[src/hdl/fcull_pkg.sv]
`timescale 1ns / 1ps
`default_nettype none
// ----------------------------------------------------------------------------
// fcull_pkg
// Shared widths, opcode codes and pipeline item types of the frustum culling
// core.
// ----------------------------------------------------------------------------
package fcull_pkg;

    localparam int COORD_W     = 20;   // coordinate width, 4 fraction bits
    localparam int PLANE_COUNT = 6;
    localparam int COEF_W      = 14;   // normal coefficient, signed Q1.12
    localparam int OFFS_W      = 22;   // plane offset, 4 fraction bits
    localparam int COEF_FRAC   = 12;
    localparam int RAD_W       = 19;
    localparam int DIST_W      = 32;
    localparam int CFG_W       = 64;
    localparam int CFG_IDX_W   = 3;
    localparam int OP_W        = 2;

    // Plane register layout.
    localparam int NX_LSB   = 0;
    localparam int NY_LSB   = NX_LSB + COEF_W;
    localparam int NZ_LSB   = NY_LSB + COEF_W;
    localparam int OFFS_LSB = NZ_LSB + COEF_W;

    // One coefficient times one coordinate, at 16 fraction bits.
    localparam int PROD_W = COORD_W + COEF_W;
    // Plane value: three products plus the offset scaled by 2^12.
    localparam int SUM_W  = (PROD_W + 3 > OFFS_W + COEF_FRAC + 1) ?
                            PROD_W + 3 : OFFS_W + COEF_FRAC + 1;
    // Plane value after dropping the 12 extra fraction bits.
    localparam int QUO_W  = SUM_W - COEF_FRAC;
    localparam int SAT_W  = (QUO_W > DIST_W + 1) ? QUO_W : DIST_W + 1;

    localparam logic signed [SAT_W-1:0] SAT_HI = SAT_W'(64'sd2147483647);
    localparam logic signed [SAT_W-1:0] SAT_LO = SAT_W'(-64'sd2147483648);

    typedef enum logic [OP_W-1:0] {
        OP_POINT  = 2'd0,
        OP_SPHERE = 2'd1,
        OP_BOX    = 2'd2,
        OP_RSVD   = 2'd3
    } t_op;

    typedef struct packed {
        t_op                        op;
        logic signed [COORD_W-1:0]  lo_x;
        logic signed [COORD_W-1:0]  lo_y;
        logic signed [COORD_W-1:0]  lo_z;
        logic signed [COORD_W-1:0]  hi_x;
        logic signed [COORD_W-1:0]  hi_y;
        logic signed [COORD_W-1:0]  hi_z;
        logic        [RAD_W-1:0]    rad;
        logic                       ok;        // no plane has rejected so far
        logic                       all_in;    // every box corner in front so far
        logic signed [SUM_W-1:0]    near_val;  // first-point value of last plane
    } t_item;

    typedef struct packed {
        logic  valid;
        t_item item;
    } t_hop;

endpackage : fcull_pkg
`default_nettype wire

[src/hdl/fcull_out_if.sv]
`timescale 1ns / 1ps
`default_nettype none
// ----------------------------------------------------------------------------
// fcull_out_if
// Result channel: one beat carries the verdict for one object.
// ----------------------------------------------------------------------------
interface fcull_out_if;
    import fcull_pkg::*;

    logic                      valid;
    logic                      ready;
    logic                      visible;
    logic                      fully_inside;
    logic signed [DIST_W-1:0]  near_distance;

    modport source (
        output valid, visible, fully_inside, near_distance,
        input  ready
    );
    modport sink (
        input  valid, visible, fully_inside, near_distance,
        output ready
    );
endinterface : fcull_out_if
`default_nettype wire

[src/hdl/fcull_out.sv]
`timescale 1ns / 1ps
`default_nettype none
// ----------------------------------------------------------------------------
// fcull_out
// Result register: forms the verdict flags and the floored, saturated
// near-plane distance at the end of the chain.
// ----------------------------------------------------------------------------
module fcull_out (
    input  wire logic             i_clk,
    input  wire logic             i_rst_n,
    input  wire fcull_pkg::t_hop  i_hop,
    output logic                  o_ready,
    fcull_out_if.source           o_res
);
    import fcull_pkg::*;

    logic                      r_valid;
    logic                      r_visible;
    logic                      r_full;
    logic signed [DIST_W-1:0]  r_dist;

    logic                      n_full;
    logic signed [SAT_W-1:0]   w_quo;
    logic signed [DIST_W-1:0]  n_dist;

    assign o_ready = !r_valid || o_res.ready;

    always_comb begin
        case (i_hop.item.op)
            OP_POINT: n_full = i_hop.item.ok;
            OP_BOX:   n_full = i_hop.item.ok && i_hop.item.all_in;
            default:  n_full = 1'b0;
        endcase
        // Dropping the low bits of a two's complement value floors it.
        w_quo = SAT_W'(signed'(i_hop.item.near_val[SUM_W-1:COEF_FRAC]));
        if (w_quo > SAT_HI) begin
            n_dist = DIST_W'(SAT_HI);
        end else if (w_quo < SAT_LO) begin
            n_dist = DIST_W'(SAT_LO);
        end else begin
            n_dist = DIST_W'(w_quo);
        end
    end

    always_ff @(posedge i_clk) begin
        if (!i_rst_n) begin
            r_valid <= 1'b0;
        end else if (o_ready) begin
            r_valid <= i_hop.valid;
        end
    end

    always_ff @(posedge i_clk) begin
        if (o_ready && i_hop.valid) begin
            r_visible <= i_hop.item.ok;
            r_full    <= n_full;
            r_dist    <= n_dist;
        end
    end

    assign o_res.valid         = r_valid;
    assign o_res.visible       = r_visible;
    assign o_res.fully_inside  = r_full;
    assign o_res.near_distance = r_dist;

endmodule : fcull_out
`default_nettype wire

[src/flat_wrapper.sv]
// flat-port wrapper written by rule: the top's interface ports become plain ports
module fcull_out_flat import fcull_pkg::*;
  (i_clk, i_rst_n, i_hop, o_ready, o_res_valid, o_res_visible, o_res_fully_inside, o_res_near_distance, o_res_ready);
  fcull_out_if o_res_i ();
  input  wire logic i_clk;
  input  wire logic i_rst_n;
  input  wire fcull_pkg::t_hop i_hop;
  output logic o_ready;
  output wire logic [$bits(o_res_i.valid)-1:0] o_res_valid;
  output wire logic [$bits(o_res_i.visible)-1:0] o_res_visible;
  output wire logic [$bits(o_res_i.fully_inside)-1:0] o_res_fully_inside;
  output wire logic [$bits(o_res_i.near_distance)-1:0] o_res_near_distance;
  input wire logic [$bits(o_res_i.ready)-1:0] o_res_ready;
  assign o_res_valid = o_res_i.valid;
  assign o_res_visible = o_res_i.visible;
  assign o_res_fully_inside = o_res_i.fully_inside;
  assign o_res_near_distance = o_res_i.near_distance;
  assign o_res_i.ready = o_res_ready;
  fcull_out u_core (.i_clk(i_clk), .i_rst_n(i_rst_n), .i_hop(i_hop), .o_ready(o_ready), .o_res(o_res_i));
endmodule
[config.mk]
export PLATFORM = sky130hd
export DESIGN_NAME = fcull_out_flat
export DESIGN_NICKNAME = d
export VERILOG_FILES = /design/src/hdl/fcull_pkg.sv /design/src/hdl/fcull_out_if.sv /design/src/hdl/fcull_out.sv /design/src/flat_wrapper.sv
export SDC_FILE = /design/constraint.sdc
export NUM_CORES = 1
export LEC_CHECK = 0
export BUFFER_PORTS_ARGS = -buffer_cell sky130_fd_sc_hd__buf_2
export CORE_AREA = 2 2 86 88
export CTS_CLUSTER_SIZE = 14
export DETAILED_ROUTE_END_ITERATION = 6
export DIE_AREA = 0 0 88 90
export SETUP_SLACK_MARGIN = 0.02
export SLEW_MARGIN = 20
export SYNTH_ARGS = -nofsm -noshare
export SYNTH_HDL_FRONTEND = slang
export SYNTH_SLANG_ARGS = --single-unit
[constraint.sdc]
create_clock -name i_clk -period 1.02 [get_ports i_clk]
set_clock_uncertainty 0.1 [all_clocks]
set_input_delay 0.102 -clock i_clk [delete_from_list [all_inputs] [get_ports i_clk]]
set_output_delay 0.102 -clock i_clk [all_outputs]
set_load 0.02 [all_outputs]
# ---- Word-level counts from Yosys, hierarchy flattened
# Index checks and enable logic that the tools add are counted.
dict set report op_classes {
  magnitude_cmp 2
  eq_ne 1
  muxes 2
  reduce_logical 5
}
# cell n
set op_table {}
lappend op_table {{greater-than comparator 25 x 32 -> 1 bit (second input constant)} 1}
lappend op_table {{< comparator 25 x 32 -> 1 bit (second input constant)} 1}
lappend op_table {{two-way mux 32 bit} 1}
lappend op_table {{== test 2 bit (second input constant)} 1}
lappend op_table {{logical AND 1 bit} 2}
lappend op_table {{zero test 2 bit} 1}
lappend op_table {{one-hot mux 1 bit (2 select lines)} 1}
lappend op_table {{zero test 1 bit} 1}
lappend op_table {{logical OR 1 bit} 1}
dict set report word_totals {
  reg_bits 35
  input_bits 184
  output_inout_bits 36
}

# ---- Logic depth before layout (Yosys ltp)
# Gate-level depths: netlist (run 1).
dict set report logic_depth {
  word_depth 3
  ltp_mapped 2
  ltp_nobuf 2
}

# ---- Least setup slack after synthesis (run 1)
# Ideal clock, no wire load.
dict set report synth_path {
  kind {register to register}
  startpoint {reg u_core.r_valid (netlist: u_core.o_res.valid)}
  endpoint {reg u_core.r_full (netlist: u_core.o_res.fully_inside), enable pin}
  t_arrival_ps 849
  path_slack_ps -262
  stages_incl_launch_ff 3
  synth_period_minus_slack_ps 1282
  path_cell_list {dfxtp_1 > nand2b_4 > and2_4}
}
dict set report synth_between {
  elab_chain_cells 3
}
# element line
set synth_lines {}
lappend synth_lines {{start: declaration} fcull_out.sv:17} ;# logic r_valid;
lappend synth_lines {{start signal: assignment} fcull_out.sv:49} ;# r_valid <= i_hop.valid;
lappend synth_lines {{zero test 1 bit} fcull_out.sv:26} ;# assign o_ready = !r_valid || o_res.ready;
lappend synth_lines {{logical OR 1 bit} fcull_out.sv:26}
lappend synth_lines {{named net o_ready} flat_wrapper.sv:8} ;# output logic o_ready;
lappend synth_lines {{logical AND 1 bit} fcull_out.sv:54} ;# if (o_ready && i_hop.valid) begin
lappend synth_lines {{end signal: assignment} fcull_out.sv:56} ;# r_full <= n_full;
lappend synth_lines {{end: declaration} fcull_out.sv:19} ;# logic r_full;
# The timed path passes the listed nets, and every way through them passes these cells.
# A chain may end at the register's enable or synchronous reset.

==> impl_summary.md, run 1 <==
Status
The flow ran to the end, but the final reports show violations. The checks that failed: setup timing.

Critical path
The biggest fanout along the worst timing path is 7. The critical path's top delay family is flip-flops. For the worst setup path, the data required time is about 0.8 ns.

The arrival time of the worst setup path is 0.93 ns. In this design, the stage delay of the slowest critical-path cell is ~0.37 ns. Traced cell by cell, the critical path runs through buf_6, buf_6. The cell repeated most along the worst path is sky130_fd_sc_hd__buf_6. For flop-to-flop paths, the worst setup slack is -0.10 ns. The critical path buffer and inverter count is 2. STA classifies the critical path startpoint as a flip-flop. The critical path class is reg2out. The slowest stage of the critical path is the sky130_fd_sc_hd__edfxtp_1 cell. The worst setup path is captured at an output pin.

Flow run
The number of max-cap violations is 0.

Placed design
The instance area after placement is between 1000 and 1500 um2. Routability-driven placement finished with a final weighted congestion of roughly 0.65. Including well taps, the total number of placed cells is slightly above 200.

During placement, the flow inserted port buffers numbering 68. The estimated wirelength of the detail-placed design is around 1.9 mm.

Timing
Dividing the final minimum period by the clock period gives 111%. The total count of hold-check failures in the final report is 0. On the final layout, the worst hold slack is roughly 0.014 ns. The measured slew at the worst slew-check pin is around 0.13 ns. The max-slew violation count is 0. Setup repair after global routing could not meet its margin everywhere. Timing would allow up to slightly below 900 MHz. After layout, the worst setup slack is -0.108 ns.

The worst-case headroom to the max-slew limit is between 90% and 100%. The number of failing setup endpoints in the final timing report is 41. The minimum clock period after layout is approximately 1.1 ns.

Drt
The number of remaining DRC errors is 0. After detailed routing, the total wire length is about 2.8 mm. The via density per instance is a little over 3. The number of vias in the routed layout is between 700 and 800. The detail route stage leaves a number of antenna-violating nets equal to 0. The detailed-router iteration count before antenna repair is 3. The detailed router finished its first iteration with 19 violations. The mean routed wirelength per cell is around 12 um.

Floorplanning
The total I/O pin count is 220. The core outline area is approximately 7000 um2. The die is ~88 um wide. The height of the die is about 90 um. The cell row count is 31. The initial core utilization is approximately 15%. The die covers between 7000 and 8000 um2.

Worst hold path
In this run the worst hold path is classified as in2reg.

Global route
The global-route wire length before repair is between 4 and 5 mm. Entering global routing, the biggest net connects 18 pins. The via count of the first global-routing pass is ~820.

The overall track demand over capacity in global routing is about 7.5%. The initial antenna violation count is 0. The sum of overflow across all layers after global routing is 0.

Clock network
TritonCTS built the clock tree. The number of buffers created by CTS is 5. The root buffer cell is sky130_fd_sc_hd__clkbuf_8. The clock passes through at most 2 buffers. The worst-skew pair later-pin latency is approximately 0.27 ns. The total number of clock tree sinks is 29. In this run the number of H-tree levels came out at 2. After clock tree synthesis, the clock-pin slew on the worst setup and hold paths is approximately 0.060 ns.

Finish
In the final layout, the share of cells above drive strength 1 is between 50% and 60%. The area overhead of the layout relative to synthesis is 91.0%. 0 antenna diodes ended up in the layout. The final net count is between 300 and 400. The number of standard cells in the final layout excluding fillers is ~240. After routing the design area is between 2000 and 2500 um2.

Yosys
Synthesis produced 67 cells. Counting distinct cell types in the post-synthesis netlist gives 10. Synthesis inferred 29 register bits. The share of the yosys chip area belonging to registers is approximately four fifths.

The area of the mapped netlist is 1060 um2. The warning count from the yosys run is 0. The number of nets handed over by synthesis was approximately 250.

Averaged over all synthesized cells, the footprint is 15.8 um2.

Pwr
The worst-case IR drop observed on VDD is a little under 0.7 mV. The cell area power density is approximately 1400 nW/um2. The leakage dissipation is roughly 0.84 nW.
==> flip-flops by register name (all words and copies together) (netlist names) <==
name and flops:
u_core.o_res.fully_inside 1, u_core.o_res.valid 1, u_core.o_res.near_distance 26, u_core.o_res.visible 1
==> through the flow <==
stage | setup WS, ns | util, % | total power, W | TNS (ns)
after floorplan | -0.207 | - | 0.00163 | -5.80
after global placement | -0.0910 | 20.4 | 0.00176 | -2.16
after detailed placement | -0.102 | 20.4 | 0.00176 | -2.42
after CTS | -0.120 | 28.6 | 0.00283 | -3.84
after global routing | -0.155 | 28.8 | 0.00291 | -5.16
final | -0.108 | 28.8 | 0.00279 | -3.44
==> power by group <==
part	total, W	internal, W	leakage [nW]	switching, W
Clock	0.000857	0.000457	0.0430	0.000400
Combinational	0.000510	0.000293	0.514	0.000217
Sequential	0.00142	0.00139	0.280	0.0000334
==> per-layer routing <==
layer	global-route usage, %	routed length, um
met5	0	0
met4	2.69	25
met3	5.23	353
met2	10.9	1270
met1	8.43	1150
==> cell usage after synthesis <==
cell	number	area, um2
sky130_fd_sc_hd__buf_4	6	45.0
sky130_fd_sc_hd__and2_4	1	8.76
sky130_fd_sc_hd__a21boi_2	1	11.3
sky130_fd_sc_hd__clkbuf_1	26	97.6
sky130_fd_sc_hd__inv_1	1	3.75
sky130_fd_sc_hd__nand2b_4	1	13.8
sky130_fd_sc_hd__nor2b_1	1	6.26
sky130_fd_sc_hd__dfxtp_1	1	20.0
sky130_fd_sc_hd__nor3b_2	1	12.5
sky130_fd_sc_hd__edfxtp_1	28	841
==> final timing paths <==
check	startpoint	end	cells past startpoint
min reg2reg	u_core.o_res.valid$_SDFFE_PN0N_	u_core.o_res.valid$_SDFFE_PN0N_	3
max	u_core.o_res.near_distance[30]$_SDFFCE_PN1P_	o_res_near_distance[27]	2
max reg2reg	u_core.o_res.valid$_SDFFE_PN0N_	u_core.o_res.near_distance[30]$_SDFFCE_PN1P_	3
min	i_hop[178]	u_core.o_res.fully_inside$_DFFE_PP_	2
==> cells in the final DEF, fill, tap and decap left out <==
cell type and n:
sky130_fd_sc_hd__edfxtp_1 28, sky130_fd_sc_hd__a21boi_2 1, sky130_fd_sc_hd__buf_2 33, sky130_fd_sc_hd__buf_4 1, sky130_fd_sc_hd__clkinv_2 1, sky130_fd_sc_hd__buf_12 2
sky130_fd_sc_hd__dfxtp_4 1, sky130_fd_sc_hd__dlygate4sd3_1 28, sky130_fd_sc_hd__clkbuf_8 5, sky130_fd_sc_hd__and2_4 1, sky130_fd_sc_hd__nor2b_1 1, sky130_fd_sc_hd__inv_1 1
sky130_fd_sc_hd__clkinv_1 2, sky130_fd_sc_hd__nand2b_4 1, sky130_fd_sc_hd__nor3b_2 1, sky130_fd_sc_hd__buf_6 36
==> area by class of cell <==
cell class / instances / area (um2)
fill: 713 / 5000
timing repair buffer: 100 / 898
clock inverter: 3 / 12.5
inverter: 1 / 3.75
clock buffer: 5 / 68.8
multi-input combinational: 5 / 52.6
sequential: 29 / 865
tap: 99 / 124
==> logic make-up (layout without fill, tap and decap cells) <==
kind of cell	count (synthesis)	count (layout)	share of synthesized area, %
AOI/OAI and AO/OA	1	1	1.06
buffers and inverters	33	109	13.8
DFF	29	29	81.2
and+or+nand+nor	4	4	3.90
==> what timing repair did <==
| item | in CTS | in global routing |
|---|---|---|
| gates resized for setup | 66 | 5 |
| setup buffers | 1 | 0 |
| setup endpoints to repair | 61 | 64 |
| hold endpoints to repair | 28 | 0 |
| hold buffers | 28 | 0 |
Power figures use the tool's default switching activity.
==> run 2, diff against run 1 <==
--- a/config.mk
+++ b/config.mk
@@ -6,10 +6,12 @@
 export NUM_CORES = 1
 export LEC_CHECK = 0
 export BUFFER_PORTS_ARGS = -buffer_cell sky130_fd_sc_hd__buf_2
-export CORE_AREA = 2 2 86 88
+export CELL_PAD_IN_SITES_DETAIL_PLACEMENT = 0
+export CELL_PAD_IN_SITES_GLOBAL_PLACEMENT = 1
+export CORE_UTILIZATION = 13
 export CTS_CLUSTER_SIZE = 14
 export DETAILED_ROUTE_END_ITERATION = 6
-export DIE_AREA = 0 0 88 90
+export PLACE_DENSITY_LB_ADDON = 0.1
 export SETUP_SLACK_MARGIN = 0.02
 export SLEW_MARGIN = 20
 export SYNTH_ARGS = -nofsm -noshare
==> run 2 against run 1 <==
The run still ends with setup timing left. Via count decreased by 2.9%. Global-route usage fell by 0.83 points. Setup slack worse by 0.012 ns. Design area decreased by 2.2%. Critical path depth is 1 higher. Register-to-register slack lost 0.02 ns. Clock power increased by 1%. First-iteration DRC count is 63% lower.
==> impl_summary.md, run 2 (synthesis results as in run 1) <==
Status
The run finished, with violations left. The checks that failed: setup timing.

Placed design
The count of buffers inserted at the top-level ports is 68 (unchanged). The routability congestion estimate is 0.592 (-9.5%). The number of instances in the placed design is 208 (+1.5%). The estimated wirelength of the detail-placed design came to 1.91 mm (+2.5%).

Finish
The number of flip-flops in the largest register is 26 (unchanged). The final net count is 327 (+0.31%). The commonest non-fill, non-tap cell in the layout is sky130_fd_sc_hd__buf_2. The library cells used most frequently in the layout, excluding fill and tap cells, are sky130_fd_sc_hd__buf_2 (41), sky130_fd_sc_hd__dlygate4sd3_1 (29), sky130_fd_sc_hd__edfxtp_1 (28), sky130_fd_sc_hd__buf_6 (27), sky130_fd_sc_hd__clkbuf_8 (5). The share of cells above drive strength 1 is 57.3% (-0.70 points). The area overhead of the layout relative to synthesis is 86.8%. The antenna diode instance count came to 0 (unchanged). The number of standard cells in the final layout excluding fillers is 245 (+1.2%). The fill cell instance count of the final layout came to 809 (+13%).

Critical path
The critical path's top delay family is flip-flops. The data required time at the worst endpoint is 0.90 ns (+0.08 ns). The slowest stage of the critical path belongs to the cell sky130_fd_sc_hd__dfxtp_4.

STA classifies the critical path startpoint as a flip-flop. The worst setup path is captured at a flip-flop. The delay contributed by the slowest stage of the critical path is 0.35 ns (-0.02 ns).

The critical path is of the reg2reg type. The biggest fanout along the worst timing path is 18 (+11). The critical path buffer and inverter count is 1 (-1). The signal on the critical path passes through nand2b_4, and2_4, buf_12. The arrival time of the worst setup path is 1.02 ns (+0.09 ns).

Timing
Setup repair after global routing could not meet its margin everywhere. The setup slack after layout is -0.121 ns (-0.0125 ns). The minimum clock period after layout is 1.14 ns (+0.0125 ns). The total count of hold-check failures in the final report is 0 (unchanged). The measured slew at the worst slew-check pin is 0.167 ns (+0.0378 ns). The max-slew violation count came to 0 (unchanged).

The final worst-path cycle share is 112% (+1.2 points). The number of failing setup endpoints in the final timing report was 36 (-12%). The maximum operating frequency was 877 MHz (-1.1%). The worst-case headroom to the max-slew limit is 88.8% (-2.5 points).

Global route
The sum of overflow across all layers after global routing is 0 (unchanged). The initial antenna violation count was 0 (unchanged). The via count of the first global-routing pass is 773 (-6.1%).

The overall track demand over capacity in global routing is 6.63% (-0.83 points). The global-route wire length before repair is 3.89 mm (-9.5%). The pin count of the biggest net entering global routing is 19 (+1).

Clock network
TritonCTS built the clock tree. The post-CTS clock slew at the launch and capture registers of the worst setup and hold paths is 0.06 ns (about the same). The maximum clock insertion buffer count is 2 (unchanged).

The worst-skew pair later-pin latency is 0.27 ns (about the same). In this run the clock root is driven by a sky130_fd_sc_hd__clkbuf_8. The number of buffers created by CTS is 5 (unchanged). The H-tree depth is 2 (unchanged). The total number of clock tree sinks is 29 (unchanged).

Pwr
The leakage dissipation is 0.819 nW (-2.2%). The cell area power density is 1400 nW/um2 (+1.7%). The overall power of the completed layout was 0.00277 W (-0.59%).

The largest voltage drop on the vdd net is 0.468 mV (-32%).

Floorplanning
The height of the die is 92.3 um (+2.5%). The total I/O pin count came to 220 (unchanged). The cell row count is 32 (+3.2%). The die width came to 92.3 um (+4.9%). The initial core utilization is 13.6% (-1.5 points). The die area came to 8520 um2 (+7.5%). The core outline area was 7810 um2 (+11%).

Drt
The via density per instance is 2.92 (-4.0%). The number of DRC markers in iteration 0 is 7 (-12). The total wirelength of the detailed-routed design came to 2.65 mm (-5.2%). The number of vias in the routed layout is 715 (-2.9%). The number of routed nets with antenna violations was 0 (unchanged). The detailed-router iteration count before antenna repair is 3 (unchanged). The number of remaining DRC errors is 0 (unchanged). The mean routed wirelength per cell is 10.8 um (-6.4%).

Flow run
The number of max-cap violations is 0 (unchanged).

Worst hold path
The class of the most critical hold timing path is in2reg.
## run 2: cell types whose count changed in the layout (fill, tap and decap cells not counted)
| cell | change |
|---|---|
| sky130_fd_sc_hd__buf_6 | -9 |
| sky130_fd_sc_hd__clkinv_2 | -1 |
| sky130_fd_sc_hd__buf_4 | +1 |
| sky130_fd_sc_hd__buf_2 | +8 |
| sky130_fd_sc_hd__dlygate4sd3_1 | +1 |
| sky130_fd_sc_hd__clkinv_1 | -1 |
| sky130_fd_sc_hd__clkbuf_1 | +1 |
## run 2: area by class of cell
class                           instances  area, um2  area share [%]
Multi-Input combinational cell          5       52.6            2.65
Timing Repair Buffer                  101        855            43.2
Tap cell                              102        128            6.45
Inverter                                1       3.75           0.190
Clock inverter                          1       3.75           0.190
Sequential cell                        29        865            43.7
Clock buffer                            6       72.6            3.67
## run 2: tightest hold or removal path: stages
cell                      delay, ns
sky130_fd_sc_hd__buf_2         0.08
sky130_fd_sc_hd__nor2b_1       0.04
sky130_fd_sc_hd__nor3b_2       0.13
## run 2: path summary, 6_finish.rpt
kind | depth (start not counted) | endpoint | startpoint | slack, ns
hold / removal | 3 | u_core.o_res.fully_inside$_DFFE_PP_ | i_hop[37] | 0.1
setup / recovery | 3 | u_core.o_res.near_distance[31]$_SDFFCE_PN0P_ | u_core.o_res.valid$_SDFFE_PN0N_ | -0.12
hold reg to reg | 4 | u_core.o_res.valid$_SDFFE_PN0N_ | u_core.o_res.valid$_SDFFE_PN0N_ | 0.57
setup reg to reg | 3 | u_core.o_res.near_distance[31]$_SDFFCE_PN0P_ | u_core.o_res.valid$_SDFFE_PN0N_ | -0.12
## run 2: metal layers
layer,vias to the layer above,GRT usage (%),part of all wire (%)
met5,-,0,0
met4,0,2.34,0.42
met3,2,3.53,9.6
met2,42,12.2,55
met1,322,6.19,35
li1,349,-,-
## run 2: stage by stage
| step | hold WS [ns] | setup WS (ns) | utilization, % | area (um2) | TNS (ns) |
|---|---|---|---|---|---|
| after detailed placement | 0.180 | -0.115 | 18.4 | 1440 | -2.72 |
| after global placement | 0.178 | -0.110 | 18.4 | 1440 | -2.64 |
| after floorplan | 0.101 | -0.207 | - | 1060 | -5.80 |
| after global routing | 0.129 | -0.154 | 25.4 | 1980 | -5.38 |
| after CTS | 0.0810 | -0.128 | 24.8 | 1940 | -4.09 |
| final | 0.0997 | -0.121 | 25.4 | 1980 | -3.59 |
## run 2: where the power goes
part / switching [W] / internal [W] / leakage (nW)
registers: 0.0000330 / 0.00139 / 0.280
clock network: 0.000410 / 0.000459 / 0.0387
logic: 0.000209 / 0.000272 / 0.500
total: 0.000652 / 0.00212 / 0.819
## run 2: what timing repair did
action / 4_1_cts / 5_1_grt
hold buffers: 29 / 0
buffers inserted: 0 / 1
gates resized for setup: 43 / 11
endpoints found under the hold margin: 29 / 0
endpoints found under the setup margin: 60 / 64
==> run 3, diff against run 2 <==
--- a/config.mk
+++ b/config.mk
@@ -11,7 +11,7 @@
 export CORE_UTILIZATION = 13
 export CTS_CLUSTER_SIZE = 14
 export DETAILED_ROUTE_END_ITERATION = 6
-export PLACE_DENSITY_LB_ADDON = 0.1
+export PLACE_DENSITY = 0.76
 export SETUP_SLACK_MARGIN = 0.02
 export SLEW_MARGIN = 20
 export SYNTH_ARGS = -nofsm -noshare
==> run 3 against run 2 <==
The run still ends with setup timing left. Clock power grew 30%. Sequential share of layout area decreased by 0.46 points. Hold slack got worse by 0.084 ns. Total power grew 9.5%. Global-route usage is 0.33 points higher. Final cell count unchanged. Design area rose by 1.1%. Count of clock-buffer cells in the layout unchanged. Non-clock buffer count decreased by 1. Utilization is 0.27 points higher. Combinational power about the same. Setup slack worse by 0.00085 ns. Critical path type unchanged. Largest cell class unchanged. Largest power group unchanged. Highest routed layer unchanged.
==> impl_summary.md, run 3 (synthesis results as in run 1) <==
Timing
The measured slew at the worst slew-check pin is 0.163 ns (-0.00488 ns). The worst-case headroom to the max-slew limit is 89.2% (+0.33 points). The total count of hold-check failures in the final report is 0 (unchanged). The setup slack after layout is -0.121 ns (-0.000851 ns).

Setup repair after global routing could not meet its margin everywhere. The maximum operating frequency is 876 MHz (about the same). The number of failing setup endpoints in the final timing report is 38 (+5.6%). The max-slew violation count is 0 (unchanged). The final worst-path cycle share is 112% (about the same). The minimum clock period after layout is 1.14 ns (+0.000851 ns).

The worst hold margin is 0.0154 ns (-0.0843 ns).

Finish
The share of cells above drive strength 1 is 58.0% (+0.70 points). The final cell area excluding filler cells was 2000 um2 (+1.1%). The storage element area came to 865 um2 (unchanged).

The final net count is 326 (-0.31%). The share of the core filled with cells is 25.6% (+0.27 points). Leaving out fill and tap cells, the most frequent cells in the layout are sky130_fd_sc_hd__buf_2 (40), sky130_fd_sc_hd__dlygate4sd3_1 (28), sky130_fd_sc_hd__buf_6 (28), sky130_fd_sc_hd__edfxtp_1 (28), sky130_fd_sc_hd__clkbuf_8 (5).

Leaving out fill and tap cells, the most frequent cell in the layout is sky130_fd_sc_hd__buf_2. The footprint of the multi-input gates was 52.6 um2 (unchanged). The fill cell instance count of the final layout is 809 (unchanged).

The number of standard cells in the final layout excluding fillers is 245 (unchanged). The antenna diode instance count is 0 (unchanged). The number of flip-flops in the largest register came to 26 (unchanged). The area growth from synthesis to layout is 88.8%.

Floorplanning
The die area is 8520 um2 (unchanged). The initial core utilization came to 13.6% (unchanged). The cell row count is 32 (unchanged). The die width is 92.3 um (unchanged).

The height of the die is 92.3 um (unchanged). The total I/O pin count was 220 (unchanged). The core outline area is 7810 um2 (unchanged).

Drt
The detailed-router iteration count before antenna repair is 4 (+1). The number of routed nets with antenna violations is 0 (unchanged). The via density per instance is 2.95 (+0.98%).

The mean routed wirelength per cell was 11.5 um (+6.8%). The number of DRC markers in iteration 0 is 10 (+3). The number of remaining DRC errors came to 0 (unchanged). The number of vias in the routed layout is 722 (+0.98%). The total wirelength of the detailed-routed design is 2.83 mm (+6.8%).

Clock network
TritonCTS built the clock tree. The number of buffers created by CTS is 5 (unchanged). The H-tree depth is 2 (unchanged). The post-CTS clock slew at the launch and capture registers of the worst setup and hold paths is 0.06 ns (about the same). The cell sitting at the root of the clock tree is a sky130_fd_sc_hd__clkbuf_8. The worst-skew pair later-pin latency is 0.27 ns (about the same). The total number of clock tree sinks is 29 (unchanged).

The maximum clock insertion buffer count is 2 (unchanged).

Global route
The sum of overflow across all layers after global routing is 0 (unchanged). The pin count of the biggest net entering global routing is 21 (+2). The overall track demand over capacity in global routing is 6.96% (+0.33 points). The initial antenna violation count is 0 (unchanged). The via count of the first global-routing pass is 801 (+3.6%).

The global-route wire length before repair is 4.19 mm (+7.6%).

Critical path
Walking the worst path, the cells encountered are nand2b_4, and2_4, buf_12. The arrival time of the worst setup path is 1.02 ns (about the same). The type of element capturing the critical path is a flip-flop. The delay contributed by the slowest stage of the critical path is 0.35 ns (about the same). The largest individual stage delay along the critical path comes from the cell sky130_fd_sc_hd__dfxtp_4. The length in cells of the worst reg-to-reg path is 3 (unchanged). The biggest fanout along the worst timing path is 20 (+2). The startpoint type of the worst setup path is a flip-flop. The data required time at the worst endpoint is 0.90 ns (about the same).

The worst setup path is of the reg2reg kind.

Placed design
The routability congestion estimate came to 0.641 (+8.1%). The number of instances in the placed design came to 208 (unchanged). The count of buffers inserted at the top-level ports is 68 (unchanged). The setup slack after placement is -0.0931 ns (+0.0218 ns).

The instance area after placement is 1420 um2 (-0.87%).

Pwr
The largest voltage drop on the vdd net came to 0.611 mV (+31%). The leakage dissipation is 0.829 nW (+1.3%). The cell area power density is 1520 nW/um2 (+8.3%).

Status
The checks that failed: setup timing. The run finished, with violations left.

Flow run
The number of max-cap violations is 0 (unchanged).

Worst hold path
The path class of the tightest hold or removal check is in2reg. The depth of the worst hold-timing path came to 2 (-1).
==> run 3: cell count changes in the layout (fill, tap and decap cells not counted) <==
cell	previous run	this run
sky130_fd_sc_hd__buf_6	27	28
sky130_fd_sc_hd__dlygate4sd3_1	29	28
sky130_fd_sc_hd__buf_2	41	40
sky130_fd_sc_hd__buf_12	2	1
sky130_fd_sc_hd__bufinv_16	0	1
sky130_fd_sc_hd__buf_8	0	1
==> run 3: path summary, 6_finish.rpt <==
check / start / end / slack (ns)
max: u_core.o_res.valid$_SDFFE_PN0N_ / u_core.o_res.near_distance[9]$_SDFFCE_PN1P_ / -0.12
min reg2reg: u_core.o_res.valid$_SDFFE_PN0N_ / u_core.o_res.valid$_SDFFE_PN0N_ / 0.58
min: i_hop[178] / u_core.o_res.fully_inside$_DFFE_PP_ / 0.02
max reg2reg: u_core.o_res.valid$_SDFFE_PN0N_ / u_core.o_res.near_distance[9]$_SDFFCE_PN1P_ / -0.12
==> run 3: where the power goes <==
part           switching (W)  total, W  internal [W]
combinational       0.000211  0.000481      0.000270
clock               0.000412   0.00113      0.000720
sequential         0.0000344   0.00143       0.00139
total               0.000657   0.00304       0.00238
==> run 3: cell type report <==
type / count / area share [%]
Multi-Input combinational cell: 5 / 2.63
Clock buffer: 6 / 3.63
Timing Repair Buffer: 100 / 42.3
Inverter: 1 / 0.188
Sequential cell: 29 / 43.2
Tap cell: 102 / 6.38
Clock inverter: 2 / 1.69
==> run 3: repair_timing <==
action,CTS,global route
setup buffers,0,1
hold buffers,28,0
pin swaps,0,0
endpoints found under the setup margin,60,64
endpoints found under the hold margin,28,0
resized for setup,47,11
==> run 3: per-stage QoR <==
stage	total power [W]	setup TNS [ns]
3_3_place_gp	0.00175	-2.19
2_1_floorplan	0.00163	-5.80
6_report	0.00304	-3.58
4_1_cts	0.00306	-3.84
5_1_grt	0.00317	-5.42
3_5_place_dp	0.00176	-2.48
==> run 3: routing by layer <==
metal  share of wire, %  routed length [um]  up-vias  GRT usage, %
met1                 33                 940      338          6.14
met3                7.2                 204        4          3.37
met2                 58                1650       33          13.4
li1                   -                   -      347             -
met5                  0                   0        -             0
met4                1.0                  29        0          2.73
==> run 3: critical path, delay by kind of cell (launching register included) <==
| kind | cells | cell delay [ns] |
|---|---|---|
| buffers and inverters | 1 | 0.16 |
| flip-flops | 1 | 0.35 |
| AND/OR/NAND/NOR | 2 | 0.23 |
